$ cat config.mk
export PLATFORM = sky130hd
export DESIGN_NAME = isc_cell
export DESIGN_NICKNAME = d
export VERILOG_FILES = /design/src/design/isc_pkg.sv /design/src/design/isc_cell.sv
export SDC_FILE = /design/constraint.sdc
export NUM_CORES = 1
export LEC_CHECK = 0
export BUFFER_PORTS_ARGS = -buffer_cell sky130_fd_sc_hd__buf_2
export CAP_MARGIN = 20
export CORE_MARGIN = 1
export CORE_UTILIZATION = 51
export CTS_CLUSTER_SIZE = 16
export DETAILED_ROUTE_END_ITERATION = 8
export GPL_ROUTABILITY_DRIVEN = 0
export GPL_TIMING_DRIVEN = 1
export PLACE_DENSITY_LB_ADDON = 0.1
export SYNTH_ARGS = -nofsm -noshare
export SYNTH_HDL_FRONTEND = slang
export SYNTH_SLANG_ARGS = --single-unit
$ cat constraint.sdc
create_clock -name clk_i -period 6.3 [get_ports clk_i]
set_input_delay 0.63 -clock clk_i [delete_from_list [all_inputs] [get_ports clk_i]]
set_output_delay 0.63 -clock clk_i [all_outputs]
set_load 0.02 [all_outputs]
$ cat src/design/isc_pkg.sv
// shared constants and types for the insertion sort unit
// no dependencies; used by isc_cell and insertion_sort_with_counts_unit

package isc_pkg;

  localparam int unsigned DEPTH   = 64;
  localparam int unsigned DATA_W  = 32;
  localparam int unsigned CNT_W   = 12;
  localparam int unsigned FILL_W  = $clog2(DEPTH + 1);
  localparam int unsigned IDX_W   = $clog2(DEPTH);
  localparam int unsigned TDATA_W = ((DATA_W + 2 * CNT_W + 1 + 7) / 8) * 8;

  // per-cell control, broadcast from the top level
  typedef struct packed {
    logic insert;     // new element enters the chain
    logic shift_cnt;  // shift per-cell counters toward cell 0
    logic shift_val;  // shift stored values toward cell 0
  } cell_ctrl_t;

  typedef enum logic [2:0] {
    ST_LOAD = 3'b001,
    ST_SUM  = 3'b010,
    ST_EMIT = 3'b100
  } state_e;

endpackage

$ cat src/design/isc_cell.sv
// one cell of the sorting chain: a stored value and its shift counter
// depends on isc_pkg

module isc_cell (
  input  logic                                clk_i,
  input  logic                                rst_ni,
  input  isc_pkg::cell_ctrl_t                 ctrl_i,
  input  logic signed [isc_pkg::DATA_W-1:0]   din_i,
  input  logic                                occ_i,
  input  logic                                left_occ_i,
  input  logic                                left_gt_i,
  input  logic signed [isc_pkg::DATA_W-1:0]   left_val_i,
  input  logic signed [isc_pkg::DATA_W-1:0]   right_val_i,
  input  logic        [isc_pkg::IDX_W-1:0]    right_cnt_i,
  output logic                                gt_o,
  output logic signed [isc_pkg::DATA_W-1:0]   val_o,
  output logic        [isc_pkg::IDX_W-1:0]    cnt_o
);

  logic signed [isc_pkg::DATA_W-1:0] val_q, val_d;
  logic        [isc_pkg::IDX_W-1:0]  cnt_q, cnt_d;
  logic                              take;

  // stored entry greater than the new one: it moves one place up
  assign gt_o = occ_i && (val_q > din_i);
  // this cell changes: it shifts, or it is the first free slot
  assign take = gt_o || (!occ_i && left_occ_i);

  always_comb begin
    val_d = val_q;
    if (ctrl_i.insert && take) begin
      val_d = left_gt_i ? left_val_i : din_i;
    end else if (ctrl_i.shift_val) begin
      val_d = right_val_i;
    end
  end

  always_comb begin
    cnt_d = cnt_q;
    if (ctrl_i.insert && gt_o) begin
      cnt_d = cnt_q + 1'b1;
    end else if (ctrl_i.shift_cnt) begin
      cnt_d = right_cnt_i;
    end
  end

  always_ff @(posedge clk_i) begin
    val_q <= val_d;
  end

  always_ff @(posedge clk_i or negedge rst_ni) begin
    if (!rst_ni) begin
      cnt_q <= '0;
    end else begin
      cnt_q <= cnt_d;
    end
  end

  assign val_o = val_q;
  assign cnt_o = cnt_q;

endmodule

==> summary.txt, run 1 <==
Synth
  – Synth top area share: between 30% and 40%
  – Number of enable flip-flop cells after synthesis: 32
  – Synth unique cells: 39
  – Mean post-synth cell area: 10.10 sq um
  – Sequential area share after synthesis: ~37%
  – Post-Syn Instances: 300
  – Syn Std Cell Area: 3029 sq um
  – Ranking of synthesized cells by area: edfxtp_1, mux2_4, ha_1
  – Syn. warnings: 0
  – Net count after synthesis: roughly 440
  – Ys flop type: edfxtp_1
  – FFs w/ async S/R, synth: 15.79%
  – Area leader, netlist: edfxtp_1
  – #FFs+latches synth: 38

Routing
  – Wire per inst: roughly 14 um
  – Vias per cell: 5.247
  – Via Count: 2718
  – Final wirelength: 7.225 mm
  – DR iter-0 viols: 115
  – Final ANT Viol Nets: 0
  – # DRC: 0
  – Pre-antenna DRT Iters: 4

Layout
  – Cell area after layout: about 4000 sq um
  – Filler instances: 465
  – Footprint of the multi-input gates: 1722 sq um
  – Most frequent cells in the layout: buf_2, nand2_1, o21ai_0
  – Area delta synth->final: 29.16%
  – Layout cells sized above 1: between 40% and 50%
  – Register Area: 1111 sq um
  – Most common cell after layout, fill and taps aside: buf_2
  – Final nets: 588
  – Ant diodes: 0

Clocking
  – Post-CTS Hold Fix Bufs: 0
  – Clock Latency Late Sink: 290 ps
  – CTS tree: built
  – Root Buffer Master: clkbuf_8
  – Post-cts resize count: 0
  – H-tree depth: 2
  – Clk buf depth: 2
  – Num Clock Sinks: 38
  – Num CTS Buffers: 5
  – Clock-pin slew on the worst setup and hold paths: around 70 ps
  – Post-CTS Repair Setup Buffers: 0

Timing
  – Worst Tran Pin Value: 910.7 ps
  – Final worst path period share: 60.71%
  – Final Hold Vio Count: 0
  – Final setup viols: 0
  – Setup TNS: 0 ps
  – Slew headroom: 39.28%
  – RSZ-0062 raised after global routing: no
  – Max Freq: 0.2614 GHz
  – Clk_skew: ~10 ps
  – Slew Viols, Final: 0
  – Fin crit period: 3825 ps

GRT
  – Gr ovfl total: 0
  – Initial antenna violation count: 0
  – Number of global-route vias before repair: 2686
  – Largest net degree at the start of global routing: 64
  – First-pass GRT wire length: 11.79 mm
  – Gr usage total: between 20% and 30%

Floorplan
  – Core Box Area: 5608 sq um
  – Die X: 79.07 um
  – Die area: 6252 sq um
  – I/O Pins: roughly 150
  – # rows: 27
  – Initial core utilization: 54.02%
  – Die height: 79.07 um

Pwr
  – Pwr dens: 224.5 nW/um^2
  – P_leak: between 2 and 2.5 nW
  – Worst VDD drop: about 0.00014 V

Run status
  – Status: complete, no violations

Placed design
  – IO Port Bufs: 148
  – Post-DP Area: roughly 3800 sq um
  – HPWL after DPL: 5.627 mm

Critical path
  – Crit-path cells: buf_2 > inv_1 > ha_1 > nand4_1 > or4_1 > a21o_1 > a31oi_1 > o2111a_2 > nor2_8 > o21ai_4 > buf_4 > mux2_1
  – Startpoint Class: primary input
  – Slowest cell delay on critical path: 590 ps
  – Crit-path max FO: 18
  – CP arrival: 3860 ps
  – Crit end category: register
  – Crit path max-delay family: compound AO/OA/AOI/OAI gates
  – Crit Path Category: primary input to register
  – Slowest-stage cell, CP: or4_1
  – Critical path buffer and inverter count: 3
  – WP data required: roughly 6300 ps

Worst hold path
  – Hold Crit Class: primary input to async pin

Flow run
  – Maxcap violations: 0
-- final timing paths --
kind,from,to,slack (ps),cells after the start
max in group asynchronous,rst_ni,cnt_o[2],6000,1
worst max-delay path,din_i[14],val_o[0],2480,12
worst min-delay path,rst_ni,cnt_o[4],150,1
worst max register to register,val_o[15],val_o[0],2500,10
worst min register to register,cnt_o[0],cnt_o[0],580,1
min in group clk_i,cnt_o[0],cnt_o[0],580,1
-- cell type report --
class	instances	area share (%)
clock buffer	7	1.951
tap	72	2.303
sequential	38	28.40
clock inverter	1	0.7675
inverter	34	3.262
timing repair buffer	150	19.32
multi-input combinational	216	44.00
-- worst register-to-register path: stages (launching register included) --
cell and delay, ps:
edfxtp_1 430, ha_1 320, nand4_1 130, or4_1 590, a21o_1 180, a31oi_1 300
o2111a_2 370, nor2_8 100, o21ai_4 310, buf_4 450, mux2_1 370
-- per-layer routing --
| metal | up-vias | wire, um | GRT usage [%] | share of wire, % |
|---|---|---|---|---|
| met4 | 0 | 68 | 7.455 | 0.94 |
| li1 | 1374 | - | - | - |
| met3 | 6 | 613 | 6.437 | 8.5 |
| met1 | 1222 | 3100 | 30.08 | 43 |
| met2 | 116 | 3443 | 41.29 | 48 |
| met5 | - | 0 | 0 | 0 |
-- sequential cells by signal, indices dropped and copies added, names as in the netlist --
register and cells:
val_o 32, cnt_o 6
-- synthesized netlist by cell type (6+ instances only) --
cell type	instances
edfxtp_1	32
nand4_1	7
dfrtp_1	6
inv_1	34
nand2_1	44
clkbuf_1	8
mux2_4	29
nand3_1	9
ha_1	33
o21ai_0	36
a21oi_1	15
-- kinds of logic (layout without fill, tap and decap cells) --
| logic type | Yosys count | count (layout) | synth area share [%] |
|---|---|---|---|
| multiplexers | 34 | 34 | 16.19 |
| flip-flops | 38 | 38 | 36.68 |
| adder cells (fa/ha/maj) | 33 | 33 | 13.63 |
| buffers and inverters | 46 | 192 | 6.485 |
| AO/OA/AOI/OAI | 68 | 68 | 13.51 |
| AND/OR/NAND/NOR | 81 | 81 | 13.51 |
-- per-stage QoR --
stage                     worst slack [ps]  hold WS (ps)  std cells  utilization (%)  total power, mW
after global routing                  2229         146.6        518            69.77           0.9315
after global placement                2269         465.8        510            67.87           0.6695
after detailed placement              2166         463.2        510            67.87           0.6768
after floorplan                       2378         334.4        300                -           0.5712
final                                 2475         151.9        518            69.77           0.8785
after CTS                             2464         145.8        518            69.77           0.8858
-- power breakdown --
group	switching, mW	total [mW]	internal, mW
Sequential	0.0261	0.347	0.320
Clock	0.0890	0.208	0.119
Combinational	0.176	0.324	0.149
Total	0.291	0.878	0.588
Note: power is estimated with default switching activity, not from simulation.
==> run 2, diff against run 1 <==
ABC_AREA = 1   (was not set)
CORE_UTILIZATION = 47   (was 51)
clock period = 3.7 ns   (was 6.3 ns; I/O delays follow)
==> run 2 against run 1 <==
Compared with the run above:
- total power is 76% higher
- critical path depth is 2 lower
- cell count is 23% higher
- cell area is 1.7% higher
- register-to-register slack worse by 1500 ps
- clock power is 84% higher
- sequential share of layout area is 0.46 points lower
- flip-flop and latch count stayed put
- count of clock-buffer cells in the layout is 1 higher
- worst hold slack better by 210 ps
- critical endpoint is now val_o[8]
- highest routed layer unchanged
==> summary.txt, run 2 <==
GRT
  – Gr usage total: 23.25%
  – Number of global-route vias before repair: 3000
  – Gr ovfl total: 0
  – First-pass GRT wire length: 13.12 mm
  – Largest net degree at the start of global routing: 64
  – Initial antenna violation count: 0

Layout
  – Layout cells sized above 1: between 20% and 30%
  – Filler instances: 615
  – Cell area after layout: ~4000 sq um
  – Ant diodes: 0
  – Most common cell after layout, fill and taps aside: nand2_1
  – Most frequent cells in the layout: nand2_1, buf_2, inv_1
  – Area delta synth->final: 29.39%
  – Number of flip-flops in the largest register: 32
  – Final nets: 702

Routing
  – Wire per inst: 12.24 um
  – # DRC: 0
  – Pre-antenna DRT Iters: 5
  – Final ANT Viol Nets: 0
  – Vias per cell: 4.953
  – Final wirelength: 7.799 mm
  – Via Count: 3155
  – DR iter-0 viols: between 100 and 150

Synth
  – Number of enable flip-flop cells after synthesis: 32
  – Ranking of synthesized cells by area: edfxtp_1, nand2_1, ha_1
  – Mean post-synth cell area: 7.337 sq um
  – Synth top area share: about 31%
  – Commonest cells post-synth: nand2_1, inv_1, nand3_1
  – FFs w/ async S/R, synth: about 16%
  – Sequential area share after synthesis: between 30 and 40%
  – Post-Syn Instances: 419
  – Syn Std Cell Area: 3074 sq um
  – Most numerous cell in the Yosys netlist: nand2_1
  – Ys flop type: edfxtp_1
  – Synth unique cells: 26
  – Area leader, netlist: edfxtp_1
  – Syn. warnings: 0
  – #FFs+latches synth: 38
  – Net count after synthesis: 562

Worst hold path
  – Hold Crit Class: primary input to register

Timing
  – Worst Tran Pin Value: 988.6 ps
  – Max Freq: about 0.37 GHz
  – Final Hold Vio Count: 0
  – Slew Viols, Final: 0
  – Fin crit period: about 2700 ps
  – Clk_skew: 4.468 ps
  – Slew headroom: 34.09%
  – Setup TNS: 0 ps
  – Final worst path period share: 73.95%
  – Final setup viols: 0
  – RSZ-0062 raised after global routing: no
  – Final worst slack: 963.8 ps

Critical path
  – Crit end category: register
  – Critical path buffer and inverter count: 0
  – Crit path max-delay family: simple AND/OR/NAND/NOR gates
  – Most used cell, CP: nand2_1
  – Crit Path Category: register to register
  – Origin of the critical flop-to-flop path: val_o[11]
  – Worst reg2reg endpoint: val_o[8]
  – Reg2Reg Depth: 10
  – WP data required: 3620 ps
  – Crit-path cells: ha_1 > nand4_1 > nor3_1 > nand2_1 > nand2_1 > nand2_1 > nand3_2 > nand4_4 > nand2_4 > or2_2
  – Worst setup path startpoint: val_o[11]
  – CP arrival: 2660 ps
  – Startpoint Class: register
  – Crit-path max FO: 32
  – Slowest cell delay on critical path: 620 ps
  – CP endpoint: val_o[8]
  – CP Depth: 10
  – R2R setup slack: about 960 ps
  – Slowest-stage cell, CP: or2_2

Flow run
  – Maxcap violations: 0

Run status
  – Status: complete, no violations

Placed design
  – HPWL after DPL: 5.781 mm
  – IO Port Bufs: 148
  – Pre-CTS setup slack: 874.0 ps
  – Post-DP Area: 3835 sq um

Floorplan
  – I/O Pins: 149
  – Die X: 82.88 um
  – Initial core utilization: 48.69%
  – # rows: 29
  – Core Box Area: 6314 sq um
  – Die area: 6868 sq um
  – Die height: about 83 um

Clocking
  – Clock-pin slew on the worst setup and hold paths: 80 ps
  – Post-CTS Repair Setup Buffers: 0
  – CTS tree: built
  – Post-cts resize count: 0
  – Root Buffer Master: clkbuf_8
  – Num CTS Buffers: 5
  – Post-CTS Hold Fix Bufs: 1
  – Clk buf depth: 2
  – H-tree depth: 2
  – Clock Latency Late Sink: 290 ps
  – Num Clock Sinks: 38

Pwr
  – Total power: ~1.5 mW
  – Pwr dens: 389.6 nW/um^2
  – Worst VDD drop: 0.0002301 V
  – P_leak: 2.236 nW
[run 2: stage by stage]
step                      instances  utilization [%]  hold WS, ps
final                           637            63.00        364.0
after global routing            637            63.00        382.3
after CTS                       637            63.00        356.8
after detailed placement        628            60.74        199.3
after global placement          628            60.74        199.7
after floorplan                 419                -        74.41
[run 2: worst register-to-register path, cell delays in order, from the launching register on]
cell      delay, ps
edfxtp_1        420
ha_1            340
nand4_1         110
nor3_1          260
nand2_1         100
nand2_1          70
nand2_1          80
nand3_2         160
nand4_4         130
nand2_4          70
or2_2           620
[run 2: metal layers]
metal / GRT usage, % / wire length, um / part of all wire, %
met5: 0 / 0 / 0
met4: 5.172 / 64 / 0.82
met3: 5.368 / 443 / 5.7
met2: 40.54 / 3783 / 49
met1: 29.26 / 3508 / 45
[run 2: worst min path at each step]
| stage | start | endpoint | slack (ps) | cells after the start |
|---|---|---|---|---|
| after global routing | right_val_i[16] | val_o[16] | 380 | 3 |
| final | right_cnt_i[4] | cnt_o[4] | 360 | 5 |
| after detailed placement | rst_ni | cnt_o[4] | 200 | 1 |
| after CTS | right_cnt_i[1] | cnt_o[1] | 360 | 5 |
| after global placement | rst_ni | cnt_o[4] | 200 | 1 |
| after floorplan | rst_ni | cnt_o[0] | 70 | 0 |
[run 2: final cells by class]
| class | instances | area [sq um] | share of cell area [%] |
|---|---|---|---|
| Clock buffer | 8 | 132.6 | 3.334 |
| Sequential cell | 38 | 1111 | 27.93 |
| Timing Repair Buffer | 152 | 773.2 | 19.44 |
| Inverter | 46 | 172.7 | 4.341 |
| Multi-Input combinational cell | 316 | 1692 | 42.53 |
| Tap cell | 77 | 96.34 | 2.422 |
[run 2: power breakdown]
group,leakage [nW],switching [mW],internal (mW)
Clock,0.0678,0.150,0.233
Combinational,1.77,0.353,0.218
Sequential,0.395,0.0450,0.550
[run 2: cells by family after synthesis]
logic type	Yosys count	share of synthesized area (%)
AND/OR/NAND/NOR	228	31.79
buffers and inverters	65	8.832
multiplexers	1	0.3663
adder cells (fa/ha/maj)	33	13.43
flip-flops	38	36.14
XOR/XNOR	4	1.140
AO/OA/AOI/OAI	50	8.303
